`config.mk`:
```
export PLATFORM = sky130hd
export DESIGN_NAME = websocket_client_frame_deframer
export DESIGN_NICKNAME = d
export VERILOG_FILES = /design/src/sv/wsd_pkg.sv /design/src/sv/websocket_client_frame_deframer.sv /design/src/sv/wsd_parser.sv /design/src/sv/wsd_emitter.sv
export VERILOG_INCLUDE_DIRS = /design/src /design/src/sv
export SDC_FILE = /design/constraint.sdc
export NUM_CORES = 1
export LEC_CHECK = 0
export BUFFER_PORTS_ARGS = -buffer_cell sky130_fd_sc_hd__clkbuf_2
export CAP_MARGIN = 5
export CORE_ASPECT_RATIO = 1.4
export CORE_MARGIN = 3
export CORE_UTILIZATION = 55
export CTS_CLUSTER_SIZE = 8
export DETAILED_ROUTE_END_ITERATION = 10
export GPL_ROUTABILITY_DRIVEN = 0
export GPL_TIMING_DRIVEN = 1
export MAX_ROUTING_LAYER = met4
export PLACE_DENSITY = 0.77
export SLEW_MARGIN = 20
export SYNTH_ARGS = -nofsm -noshare
export SYNTH_HDL_FRONTEND = slang
export SYNTH_SLANG_ARGS = --single-unit
```
`constraint.sdc`:
```
create_clock -name clk -period 5 [get_ports clk]
set_input_delay 0 -clock clk [delete_from_list [all_inputs] [get_ports clk]]
set_output_delay 0 -clock clk [all_outputs]
set_load 0.01 [all_outputs]
```
`src/sv/websocket_client_frame_deframer_assert.svh`:
```
// Assertion macros shared by the deframer modules.
`ifndef WEBSOCKET_CLIENT_FRAME_DEFRAMER_ASSERT_SVH
`define WEBSOCKET_CLIENT_FRAME_DEFRAMER_ASSERT_SVH

`ifndef SYNTH
`define WSD_ASSERT(lbl, clk, rst_n, prop) \
lbl: assert property (@(posedge clk) disable iff (!rst_n) prop) \
else $error("wsd assertion failed");
`define WSD_ASSERT_NEXT(lbl, clk, rst_n, ante, cons) \
lbl: assert property (@(posedge clk) disable iff (!rst_n) (ante) |=> (cons)) \
else $error("wsd assertion failed");
`else
`define WSD_ASSERT(lbl, clk, rst_n, prop)
`define WSD_ASSERT_NEXT(lbl, clk, rst_n, ante, cons)
`endif

`endif

```
`src/sv/wsd_pkg.sv`:
```
package wsd_pkg;

	localparam int LEN_W = 63;
	localparam int RUN_IDX_W = 3;

	// Frame opcodes.
	localparam logic [3:0] OP_CONT  = 4'h0;
	localparam logic [3:0] OP_TEXT  = 4'h1;
	localparam logic [3:0] OP_BIN   = 4'h2;
	localparam logic [3:0] OP_CLS   = 4'h8;
	localparam logic [3:0] OP_PING  = 4'h9;
	localparam logic [3:0] OP_PONG  = 4'hA;

	// Result channels.
	localparam logic [1:0] CH_DATA  = 2'd0;
	localparam logic [1:0] CH_REPLY = 2'd1;
	localparam logic [1:0] CH_END   = 2'd2;

	// End reasons.
	localparam logic [1:0] END_NONE  = 2'd0;
	localparam logic [1:0] END_PEER  = 2'd1;
	localparam logic [1:0] END_PROTO = 2'd2;
	localparam logic [1:0] END_TEXT  = 2'd3;

	// Close status codes.
	localparam logic [15:0] CODE_NORMAL   = 16'd1000;
	localparam logic [15:0] CODE_PROTOCOL = 16'd1002;
	localparam logic [15:0] CODE_UNSUPP   = 16'd1003;

	// Header bits and length markers.
	localparam logic [6:0] LEN_EXT16     = 7'd126;
	localparam logic [6:0] LEN_EXT64     = 7'd127;
	localparam logic [3:0] EXT16_BYTES   = 4'd2;
	localparam logic [3:0] EXT64_BYTES   = 4'd8;
	localparam logic [LEN_W-1:0] CTRL_MAX_LEN = 63'd125;

	// Reply frame bytes.
	localparam logic [7:0] PONG_HDR  = 8'h8A;
	localparam logic [7:0] CLOSE_HDR = 8'h88;
	localparam logic [7:0] CLOSE_LEN = 8'h02;

	// Positions within a run of results.
	localparam logic [RUN_IDX_W-1:0] POS_FIRST   = 3'd0;
	localparam logic [RUN_IDX_W-1:0] POS_SECOND  = 3'd1;
	localparam logic [RUN_IDX_W-1:0] POS_CODE_HI = 3'd2;
	localparam logic [RUN_IDX_W-1:0] POS_CODE_LO = 3'd3;
	localparam logic [RUN_IDX_W-1:0] POS_END     = 3'd4;

	typedef enum logic [4:0] {
		PH_HDR0    = 5'b00001,
		PH_HDR1    = 5'b00010,
		PH_EXTLEN  = 5'b00100,
		PH_MASK    = 5'b01000,
		PH_PAYLOAD = 5'b10000
	} phase_t;

	typedef enum logic [2:0] {
		RUN_BYTE  = 3'b001,
		RUN_PONG  = 3'b010,
		RUN_CLOSE = 3'b100
	} run_kind_t;

	// One input byte's worth of results, expanded by the emitter.
	typedef struct packed {
		run_kind_t   kind;
		logic        chan_reply;
		logic [7:0]  data;
		logic [15:0] code;
		logic [1:0]  reason;
	} run_t;

	function automatic logic [7:0] wsd_mask_byte(input logic [31:0] key,
		input logic [1:0] idx);
		logic [7:0] r;
		case (idx)
			2'd0: r = key[31:24];
			2'd1: r = key[23:16];
			2'd2: r = key[15:8];
			default: r = key[7:0];
		endcase
		return r;
	endfunction

endpackage

```
`src/sv/websocket_client_frame_deframer.sv`:
```
// Channel  Handshake             Beat contents
// rx       rx_valid / rx_stall   rx_byte
// res      res_valid / res_stall channel, out_byte, end_reason, last_of_run
//
// A received byte is parsed in the cycle it is taken and its results are loaded
// into the run register; results leave one per cycle from there while res_stall is low.
// A byte that causes one result or none is taken every cycle while res_stall is low;
// a pong header or a close reply stalls rx until its run's last beat leaves the single output.
// rx_stall rises while a run still has beats left after the current cycle.
// Reset puts the parser at the first header byte with the connection open.
module websocket_client_frame_deframer import wsd_pkg::*; (
	input  logic       clk,
	input  logic       arst_n,
	input  logic       rx_valid,
	output logic       rx_stall,
	input  logic [7:0] rx_byte,
	output logic       res_valid,
	input  logic       res_stall,
	output logic [1:0] channel,
	output logic [7:0] out_byte,
	output logic [1:0] end_reason,
	output logic       last_of_run
);

	logic accept;
	logic run_new;
	run_t run_d;

	assign accept = rx_valid && !rx_stall;

	wsd_parser u_parser (
		.clk     (clk),
		.arst_n  (arst_n),
		.accept  (accept),
		.rx_byte (rx_byte),
		.run_new (run_new),
		.run_d   (run_d)
	);

	wsd_emitter u_emitter (
		.clk         (clk),
		.arst_n      (arst_n),
		.load        (accept && run_new),
		.run_d       (run_d),
		.busy        (rx_stall),
		.res_valid   (res_valid),
		.res_stall   (res_stall),
		.channel     (channel),
		.out_byte    (out_byte),
		.end_reason  (end_reason),
		.last_of_run (last_of_run)
	);

endmodule

```
`src/sv/wsd_parser.sv`:
```
module wsd_parser import wsd_pkg::*; (
	input  logic       clk,
	input  logic       arst_n,
	input  logic       accept,
	input  logic [7:0] rx_byte,
	output logic       run_new,
	output run_t       run_d
);

	`include "websocket_client_frame_deframer_assert.svh"

	logic              ended_q, ended_d;
	phase_t            phase_q, phase_d;
	logic [3:0]        opcode_q, opcode_d;
	logic              fin_q, fin_d;
	logic [3:0]        len_left_q, len_left_d;
	logic [1:0]        mask_idx_q, mask_idx_d;
	logic [1:0]        seen_q, seen_d;
	logic [LEN_W-1:0]  plen_q, plen_d;
	logic [LEN_W-1:0]  prem_q, prem_d;
	logic [31:0]       key_q, key_d;
	logic [15:0]       code_q, code_d;

	logic              fin_req, ld_req, hd_req, peer_req;
	logic [15:0]       fin_code;
	logic [1:0]        fin_reason;
	logic [LEN_W-1:0]  ld_len;
	logic [LEN_W-1:0]  plen_shift;
	logic [LEN_W-1:0]  prem_dec;
	logic [3:0]        len_left_dec;
	logic [1:0]        mask_idx_inc;
	logic [7:0]        unmasked;
	logic              op_known;

	assign plen_shift   = {plen_q[LEN_W-9:0], rx_byte};
	assign prem_dec     = prem_q - 63'd1;
	assign len_left_dec = len_left_q - 4'd1;
	assign mask_idx_inc = mask_idx_q + 2'd1;
	assign unmasked     = rx_byte ^ wsd_mask_byte(key_q, mask_idx_q);
	assign op_known     = (opcode_q == OP_CONT) || (opcode_q == OP_BIN) ||
		(opcode_q == OP_CLS) || (opcode_q == OP_PING) || (opcode_q == OP_PONG);

	always_comb begin
		ended_d    = ended_q;
		phase_d    = phase_q;
		opcode_d   = opcode_q;
		fin_d      = fin_q;
		len_left_d = len_left_q;
		mask_idx_d = mask_idx_q;
		seen_d     = seen_q;
		plen_d     = plen_q;
		prem_d     = prem_q;
		key_d      = key_q;
		code_d     = code_q;
		fin_req    = 1'b0;
		fin_code   = CODE_PROTOCOL;
		fin_reason = END_PROTO;
		ld_req     = 1'b0;
		ld_len     = plen_q;
		hd_req     = 1'b0;
		peer_req   = 1'b0;
		run_new    = 1'b0;
		run_d      = '{kind: RUN_BYTE, chan_reply: 1'b0, data: 8'h00,
			code: CODE_NORMAL, reason: END_NONE};

		if (!ended_q) begin
			case (phase_q)
				PH_HDR0: begin
					opcode_d   = rx_byte[3:0];
					fin_d      = rx_byte[7];
					// Reserved bits are parked here until the second header byte.
					len_left_d = {3'b000, |rx_byte[6:4]};
					phase_d    = PH_HDR1;
				end
				PH_HDR1: begin
					if ((len_left_q != 4'd0) || !rx_byte[7]) begin
						fin_req = 1'b1;
					end else if (rx_byte[6:0] == LEN_EXT16) begin
						plen_d     = '0;
						len_left_d = EXT16_BYTES;
						phase_d    = PH_EXTLEN;
					end else if (rx_byte[6:0] == LEN_EXT64) begin
						plen_d     = '0;
						len_left_d = EXT64_BYTES;
						phase_d    = PH_EXTLEN;
					end else begin
						plen_d     = {{(LEN_W-7){1'b0}}, rx_byte[6:0]};
						len_left_d = 4'd0;
						ld_req     = 1'b1;
						ld_len     = plen_d;
					end
				end
				PH_EXTLEN: begin
					if ((len_left_q == EXT64_BYTES) && rx_byte[7]) begin
						fin_req = 1'b1;
					end else begin
						plen_d     = plen_shift;
						len_left_d = len_left_dec;
						if (len_left_dec == 4'd0) begin
							ld_req = 1'b1;
							ld_len = plen_shift;
						end
					end
				end
				PH_MASK: begin
					key_d      = {key_q[23:0], rx_byte};
					mask_idx_d = mask_idx_inc;
					hd_req     = (mask_idx_inc == 2'd0);
				end
				PH_PAYLOAD: begin
					mask_idx_d = mask_idx_inc;
					prem_d     = prem_dec;
					if ((opcode_q == OP_CONT) || (opcode_q == OP_BIN)) begin
						run_new    = 1'b1;
						run_d.data = unmasked;
					end else if (opcode_q == OP_PING) begin
						run_new          = 1'b1;
						run_d.chan_reply = 1'b1;
						run_d.data       = unmasked;
					end else if (opcode_q == OP_CLS) begin
						if (seen_q == 2'd0) begin
							code_d = {unmasked, 8'h00};
							seen_d = 2'd1;
						end else if (seen_q == 2'd1) begin
							code_d = {code_q[15:8], unmasked};
							seen_d = 2'd2;
						end
					end
					if (prem_dec == '0) begin
						phase_d  = PH_HDR0;
						peer_req = (opcode_q == OP_CLS);
					end
				end
				default: begin
					phase_d = PH_HDR0;
				end
			endcase
		end

		// Length complete: control frames must be final and short.
		if (ld_req) begin
			if (opcode_q[3] && (!fin_q || (ld_len > CTRL_MAX_LEN))) begin
				fin_req = 1'b1;
			end else begin
				mask_idx_d = 2'd0;
				key_d      = '0;
				phase_d    = PH_MASK;
			end
		end

		// Mask key complete: dispatch on the opcode.
		if (hd_req) begin
			code_d = CODE_NORMAL;
			seen_d = 2'd0;
			if (opcode_q == OP_TEXT) begin
				fin_req    = 1'b1;
				fin_code   = CODE_UNSUPP;
				fin_reason = END_TEXT;
			end else if (!op_known) begin
				fin_req = 1'b1;
			end else begin
				if (opcode_q == OP_PING) begin
					run_new    = 1'b1;
					run_d.kind = RUN_PONG;
					run_d.data = {1'b0, plen_q[6:0]};
				end
				prem_d = plen_q;
				if (plen_q == '0) begin
					phase_d  = PH_HDR0;
					peer_req = (opcode_q == OP_CLS);
				end else begin
					phase_d = PH_PAYLOAD;
				end
			end
		end

		if (peer_req) begin
			fin_req    = 1'b1;
			fin_code   = (seen_d == 2'd2) ? code_d : CODE_NORMAL;
			fin_reason = END_PEER;
		end

		if (fin_req) begin
			run_new      = 1'b1;
			run_d.kind   = RUN_CLOSE;
			run_d.code   = fin_code;
			run_d.reason = fin_reason;
			ended_d      = 1'b1;
		end
	end

	always_ff @(posedge clk or negedge arst_n) begin
		if (!arst_n) begin
			ended_q    <= 1'b0;
			phase_q    <= PH_HDR0;
			opcode_q   <= OP_CONT;
			fin_q      <= 1'b0;
			len_left_q <= 4'd0;
			mask_idx_q <= 2'd0;
			seen_q     <= 2'd0;
			plen_q     <= '0;
			prem_q     <= '0;
			key_q      <= '0;
			code_q     <= CODE_NORMAL;
		end else if (accept) begin
			ended_q    <= ended_d;
			phase_q    <= phase_d;
			opcode_q   <= opcode_d;
			fin_q      <= fin_d;
			len_left_q <= len_left_d;
			mask_idx_q <= mask_idx_d;
			seen_q     <= seen_d;
			plen_q     <= plen_d;
			prem_q     <= prem_d;
			key_q      <= key_d;
			code_q     <= code_d;
		end
	end

	`WSD_ASSERT_NEXT(a_ended_sticky, clk, arst_n, ended_q, ended_q)
	`WSD_ASSERT(a_quiet_after_end, clk, arst_n, ended_q |-> !run_new)
	`WSD_ASSERT(a_payload_left, clk, arst_n, (phase_q == PH_PAYLOAD) |-> (prem_q != '0))

endmodule

```
`src/sv/wsd_emitter.sv`:
```
module wsd_emitter import wsd_pkg::*; (
	input  logic       clk,
	input  logic       arst_n,
	input  logic       load,
	input  run_t       run_d,
	output logic       busy,
	output logic       res_valid,
	input  logic       res_stall,
	output logic [1:0] channel,
	output logic [7:0] out_byte,
	output logic [1:0] end_reason,
	output logic       last_of_run
);

	`include "websocket_client_frame_deframer_assert.svh"

	run_t                 run_q;
	logic                 run_vld_q;
	logic [RUN_IDX_W-1:0] idx_q;
	logic                 take;
	logic                 done;

	assign res_valid = run_vld_q;
	assign take      = run_vld_q && !res_stall;
	assign done      = take && last_of_run;
	// Busy until the last beat of the current run leaves.
	assign busy      = run_vld_q && !done;

	always_comb begin
		channel     = CH_REPLY;
		out_byte    = 8'h00;
		end_reason  = END_NONE;
		last_of_run = 1'b0;
		case (run_q.kind)
			RUN_BYTE: begin
				channel     = run_q.chan_reply ? CH_REPLY : CH_DATA;
				out_byte    = run_q.data;
				last_of_run = 1'b1;
			end
			RUN_PONG: begin
				out_byte    = (idx_q == POS_FIRST) ? PONG_HDR : run_q.data;
				last_of_run = (idx_q == POS_SECOND);
			end
			RUN_CLOSE: begin
				case (idx_q)
					POS_FIRST:   out_byte = CLOSE_HDR;
					POS_SECOND:  out_byte = CLOSE_LEN;
					POS_CODE_HI: out_byte = run_q.code[15:8];
					POS_CODE_LO: out_byte = run_q.code[7:0];
					default: begin
						channel     = CH_END;
						end_reason  = run_q.reason;
						last_of_run = 1'b1;
					end
				endcase
			end
			default: begin
				last_of_run = 1'b1;
			end
		endcase
	end

	always_ff @(posedge clk or negedge arst_n) begin
		if (!arst_n) begin
			run_vld_q <= 1'b0;
			idx_q     <= POS_FIRST;
		end else if (load) begin
			run_vld_q <= 1'b1;
			idx_q     <= POS_FIRST;
		end else if (done) begin
			run_vld_q <= 1'b0;
			idx_q     <= POS_FIRST;
		end else if (take) begin
			idx_q <= idx_q + 3'd1;
		end
	end

	always_ff @(posedge clk) begin
		if (load) begin
			run_q <= run_d;
		end
	end

	`WSD_ASSERT(a_byte_single, clk, arst_n, (run_vld_q && run_q.kind == RUN_BYTE) |-> (idx_q == POS_FIRST))
	`WSD_ASSERT(a_close_pos, clk, arst_n, (run_vld_q && run_q.kind == RUN_CLOSE) |-> (idx_q <= POS_END))
	`WSD_ASSERT_NEXT(a_run_holds, clk, arst_n, take && !last_of_run, run_vld_q && $stable(run_q.kind))

endmodule

```
=== Word-level counts from Yosys, hierarchy flattened ===
Cells that the tools add are included.

* Output and inout port bits: 15
* ROM bits: 0
* Bits in writable memories: 0
* Memories: 0
* Word-level logic and storage cells: 226
* Input port bits: 12
* Bits in latches: 0
* Bits in registers: 227

* Bitwise gates (word level): 6
* Muxes and demuxes: 128
* $add $sub $neg: 4
* Magnitude comparators: 1
* Reductions and logical operators: 42
* Shift-type cells: 0
* Equal/unequal tests: 25
* Div/mod/pow operators: 0
* Multiply operators: 0

{| class="wikitable"
|+ Operators by type and width
! cell !! number
|-
| two-way mux 63 bit || 14
|-
| one-hot mux 63 bit (2 select lines) || 2
|-
| two-way mux 16 bit || 10
|-
| two-way mux 32 bit || 4
|-
| zero test 63 bit || 2
|-
| two-way mux 8 bit || 9
|-
| > comparator 63 x 7 -> 1 bit (second input constant) || 1
|-
| subtractor 63 x 1 -> 63 bit (second input constant) || 1
|-
| two-way mux 5 bit || 11
|-
| one-hot mux 8 bit (3 select lines) || 2
|-
| two-way mux 1 bit || 41
|-
| two-way mux 2 bit || 16
|-
| one-hot mux 8 bit (4 select lines) || 1
|-
| one-hot mux 5 bit (4 select lines) || 1
|-
| two-way mux 3 bit || 6
|-
| == test 4 bit (second input constant) || 4
|-
| two-way mux 4 bit || 4
|-
| == test 7 bit (second input constant) || 2
|-
| one-hot mux 4 bit (3 select lines) || 1
|-
| AND reduction 5 bit || 2
|-
| == test 3 x 2 -> 1 bit (second input constant) || 3
|-
| two-way mux 9 bit || 1
|-
| zero test 4 bit || 2
|-
| OR reduction 4 bit || 2
|-
| other kinds (32) || 64
|}

=== Depth between registers and ports, before layout ===
* Depth in word-level cells: 18
* Mapped depth: 14
* Depth with buffers taken out: 11

=== By module ===
A second synthesis with hierarchy kept.

* Cells, all modules: 1445
* Area total of the unflattened synthesis: 13050.0 µm²

{| class="wikitable"
|+ By module, submodules not included
! module !! area an instance (µm²) !! cells an instance !! seq. area each (µm²) !! instances
|-
| wsd_parser || 11511.0 || 1332 || 4838.4 || 1
|-
| wsd_emitter || 1524.0 || 111 || 1001.0 || 1
|-
| websocket_client_frame_deframer || 15.0 || 2 || 0.0 || 1
|}

=== Worst setup path after synthesis ===
OpenSTA, ideal clock, no wires.

* Path type: register -> register
* From: register u_parser.prem_q[0]
* To: register u_emitter.run_q[0] in the netlist's numbering (enable)
* Cell stages (with the launch flop): 12
* Slack: -0.292 ns
* Required time: 4.599 ns
* Data arrival time: 4.891 ns
* Path through: dfrtp_1 inv_1 ha_1 nor4b_1 nand3_1 or4_4 o31a_1 or4_4 a2111oi_4 a41oi_2 buf_6 a31oi_2

* Longest elaborated chain between the ends: 12

{| class="wikitable"
|+ Ends and longest elaborated chain
! what !! RTL line !! RTL
|-
| start: declaration || wsd_parser.sv:20 || <nowiki>logic [LEN_W-1:0] prem_q, prem_d;</nowiki>
|-
| start signal: assignment || wsd_parser.sv:214 || <nowiki>prem_q <= prem_d;</nowiki>
|-
| subtractor 63 x 1 -> 63 bit * || wsd_parser.sv:36 || <nowiki>assign prem_dec = prem_q - 63'd1;</nowiki>
|-
| zero test 63 bit * || wsd_parser.sv:129 || <nowiki>if (prem_dec == '0) begin</nowiki>
|-
| two-way mux 1 bit * || wsd_parser.sv:129 ||
|-
| two-way mux 1 bit * || wsd_parser.sv:67 || <nowiki>case (phase_q)</nowiki>
|-
| two-way mux 1 bit * || wsd_parser.sv:66 || <nowiki>if (!ended_q) begin</nowiki>
|-
| two-way mux 1 bit || wsd_parser.sv:168 || <nowiki>if (plen_q == '0) begin</nowiki>
|-
| two-way mux 1 bit || wsd_parser.sv:159 || <nowiki>end else if (!op_known) begin</nowiki>
|-
| two-way mux 1 bit || wsd_parser.sv:155 || <nowiki>if (opcode_q == OP_TEXT) begin</nowiki>
|-
| two-way mux 1 bit * || wsd_parser.sv:152 || <nowiki>if (hd_req) begin</nowiki>
|-
| two-way mux 1 bit * || wsd_parser.sv:177 || <nowiki>if (peer_req) begin</nowiki>
|-
| two-way mux 1 bit * || wsd_parser.sv:183 || <nowiki>if (fin_req) begin</nowiki>
|-
| logical AND 1 bit * || websocket_client_frame_deframer.sv:43 || <nowiki>.load (accept && run_new),</nowiki>
|-
| named net u_emitter.load || wsd_emitter.sv:4 || <nowiki>input logic load,</nowiki>
|-
| end signal: assignment || wsd_emitter.sv:80 || <nowiki>run_q <= run_d;</nowiki>
|-
| end: declaration || wsd_emitter.sv:17 || <nowiki>run_t run_q;</nowiki>
|}

Mark *: on every way through the listed nets, which the timed path passes. The rest lies on a longest branch.
A chain may end at the register's enable or synchronous reset.

=== Final worst setup path ===
* From: register u_parser.prem_q[11]
* To: register u_emitter.run_q[27] in the netlist's numbering (data pin)

* Longest elaborated chain between the ends: 10

{| class="wikitable"
|+ Ends and longest elaborated chain
! what !! RTL line !! RTL
|-
| subtractor 63 x 1 -> 63 bit * || wsd_parser.sv:36 ||
|-
| zero test 63 bit * || wsd_parser.sv:129 ||
|-
| two-way mux 1 bit * || wsd_parser.sv:129 ||
|-
| two-way mux 1 bit * || wsd_parser.sv:67 ||
|-
| two-way mux 1 bit * || wsd_parser.sv:66 ||
|-
| two-way mux 1 bit || wsd_parser.sv:168 ||
|-
| two-way mux 1 bit || wsd_parser.sv:159 ||
|-
| two-way mux 1 bit || wsd_parser.sv:155 ||
|-
| two-way mux 1 bit * || wsd_parser.sv:152 ||
|-
| two-way mux 1 bit * || wsd_parser.sv:177 ||
|-
| named net u_parser.fin_req || wsd_parser.sv:24 || <nowiki>logic fin_req, ld_req, hd_req, peer_req;</nowiki>
|}

Marked as above.

==> run metrics <==
run status complete, no violations; number of library cell types mapped by synthesis 77; most prevalent standard cell on the critical path or4_1; FF-to-FF setup slack 0.30 ns; cell area after placement 13760 µm²; clock insertion delay at the later pin of the skew report 0.51 ns; biggest fanout along the worst timing path 13; area fraction of the dominant cell type after synthesis 0.3568; Hold Crit Class input pin to flop; area overhead of the layout relative to synthesis 11.00%; Peak supply drop 272.1 µV; Cell Chain, Critical Path or4_1 > or4_1 > buf_4 > nor4_1 > xnor2_1 > nand4_1 > or4b_1 > or4_1 > nand3b_1 > nor2_1; Final WS setup 0.2979 ns; Post-DP HPWL 27580 µm; fraction of the yosys area taken by sequential cells 0.4382; diodes inserted 0; power density relative to cell area 355.4 nW/µm²; initial antenna violation count 0; leakage power summed over all cells 5.732 nW; arrival time at the worst endpoint 4.95 ns; final-stage net count 1563; number of clock buffers inserted by TritonCTS 34; sum of negative setup slack 0 ns; pre-CTS setup slack 0.4339 ns; layout cells sized above 1 0.1017; yosys synthesis warning count 0; number of maximum-capacitance violations 0; Core Rows 66; Synthesized Nets 1572; setup repair after global routing missed its margin no; count of input and output buffers 26; sum of routed wire length over all layers 40870 µm; largest net degree at the start of global routing 181; DR vias 12600; total die area 26160 µm²; number of global-route vias before repair 11880; Detailed Routing Iterations Pass 1 7; final critical-path share of the clock period 0.9404; final core area utilization 0.6285; WL/cell 22.09 µm; initial core utilization 0.5662; number of violations reported at the end of detailed-routing iteration 0 1735; Post-Syn Instances 1543; filler cell count in the final layout 1971; Vias/cell 6.813; Bufs and invs on worst path 1; Post-synth ARST share 0.8678; first-pass GRT wire length 65130 µm; most used flip-flop cell after synthesis dfrtp_1; most frequent cells after synthesis nand2_1, dfrtp_1, o21ai_0, clkbuf_1, a21oi_1; cell type with the highest aggregate area in the netlist dfrtp_1; cell class contributing the biggest share of worst-path delay simple AND/OR/NAND/NOR gates; number of setup violations in the final report 0; die span in y 190.2 µm; skew final 0.01661 ns; TritonCTS clock tree yes; clock slew seen by the registers of the worst setup and hold paths 0.05 ns; kind of start point of the critical path flop; clock root buffer clkbuf_16; setup bufs post-CTS 0; Max Root-Sink Buffers 3; endpoint type of the worst setup path flop; number of synthesized flops with an enable pin 30; average size of a mapped cell 8.637 µm²; synth top area cells dfrtp_1, edfxtp_1, nand2_1; standard cell core area 23540 µm²; horizontal die dimension 137.6 µm; CTS H-tree lvls 2; DRT antenna net count 0; type of the worst setup path flop to flop; Seq cells post-synth 227; highest attainable clock frequency 212.7 MHz; cell area after synthesis 13330 µm²; final critical path time including I/O delays and setup 4.702 ns; total of cells resized after clock tree synthesis 0; final instance area 14790 µm²; Congestion Overflow GR 0; Top-Level Pins 27; residual DRC count 0; required time of the critical path 5.25 ns; library cell contributing the largest single delay on the critical path or4_1; TritonCTS Sinks 227; fin. max-slew vios 0; combined global-route utilization of all metal layers 0.3234; count leader, synth nand2_1; critical path's largest stage delay 0.69 ns; transition at the pin with the smallest max-transition slack 1.101 ns; relative slew slack 0.2660; final hold violation count 0
[routing by layer]
metal	track usage	up-vias	share of wire	wire length (µm)
met5	-	-	0	0
met4	0.1575	0	0.059	2393
met3	0.06243	194	0.098	3998
met2	0.4912	748	0.46	18820
met1	0.4150	5938	0.38	15650
li1	-	5724	-	-
[placed cells by master (no fill, tap or decap), types with 9 or more instances in the layout]
cell type / count
or3_1: 19
a31oi_1: 10
o22ai_1: 47
a21oi_1: 86
clkbuf_16: 34
mux2i_1: 11
mux2_2: 10
inv_1: 38
a22o_1: 46
a222oi_1: 12
clkbuf_2: 25
xor2_1: 15
nand4_1: 25
dlygate4sd3_1: 11
and2_1: 10
nor2b_1: 12
nand2b_1: 12
o21ai_0: 154
o31ai_1: 16
buf_4: 36
or4_1: 19
nor2_1: 81
nand3_1: 57
ha_1: 17
edfxtp_1: 30
xnor2_1: 17
a22oi_1: 20
nor3_1: 53
nand2_1: 212
dfrtp_1: 190
nor4_1: 55
or2_2: 9
[cell families after synthesis]
kind of cell               count (synthesis)  synth area share
AOI/OAI and AO/OA                        469            0.2272
xor gates and xnor gates                  32           0.02103
adders and majority gates                 17           0.01596
buffers and inverters                    158           0.04535
DFF                                      227            0.4382
muxes                                     21           0.01671
and+or+nand+nor                          619            0.2356
[sequential cells by signal (all words and copies together), names as in the netlist]
| signal | cells |
|---|---|
| u_parser.key_q | 32 |
| u_emitter.idx_q | 3 |
| u_parser.mask_idx_q | 2 |
| u_parser.fin_q | 1 |
| u_parser.ended_q | 1 |
| u_parser.seen_q | 2 |
| u_parser.opcode_q | 4 |
| u_parser.code_q | 16 |
| u_emitter.res_valid | 1 |
| u_parser.len_left_q | 4 |
| u_emitter.run_q | 30 |
| u_parser.plen_q | 63 |
| u_parser.prem_q | 63 |
| u_parser.phase_q | 5 |
[per-stage QoR]
stage                     cells  hold WS (ns)  power (W)
after floorplan            1543       -0.2956   0.002885
after global routing       1850       0.08222   0.005485
final                      1850      0.008224   0.005258
after CTS                  1850     0.0006233   0.005256
after global placement     1793       -0.1354   0.003180
after detailed placement   1793       -0.1284   0.003208
[worst min-delay path, delay by kind of cell]
kind                   cells  cell delay (ns)
and+or+nand+nor            1             0.22
AOI/OAI and AO/OA          2             0.17
buffers and inverters      1             0.08
[path summary, 6_finish.rpt]
| kind | from | end | depth (start not counted) |
|---|---|---|---|
| worst max register to register | u_parser.prem_q[11] | u_emitter.run_q[27] | 10 |
| worst max-delay path | u_parser.prem_q[11] | u_emitter.run_q[27] | 10 |
| worst min-delay path | res_stall | u_emitter.idx_q[0] | 4 |
| worst min register to register | u_parser.code_q[11] | u_parser.code_q[11] | 2 |
| min in group asynchronous | arst_n | u_parser.plen_q[16] | 3 |
| max in group asynchronous | arst_n | u_parser.plen_q[32] | 3 |
[area by class of cell]
| type | instances | area (µm²) | area share |
|---|---|---|---|
| Clock buffer | 42 | 880.8 | 0.05955 |
| Inverter | 38 | 142.6 | 0.009642 |
| Tap cell | 306 | 382.9 | 0.02588 |
| Multi-Input combinational cell | 1158 | 6947 | 0.4696 |
| Clock inverter | 4 | 41.29 | 0.002791 |
| Timing Repair Buffer | 75 | 559.3 | 0.03781 |
| Sequential cell | 227 | 5839 | 0.3947 |
[repair_timing]
| item | 4_1_cts | 5_1_grt |
|---|---|---|
| hold buffers | 11 | 0 |
| hold endpoints to repair | 215 | 0 |
| setup endpoints to repair | 0 | 0 |
[report_power, final]
part / switching, W / internal, W / leakage (nW)
sequential: 0.000257 / 0.00205 / 2.79
clock: 0.000808 / 0.00123 / 0.445
combinational: 0.000549 / 0.000362 / 2.50
total: 0.00161 / 0.00364 / 5.73
(Power assumes the default switching activity.)
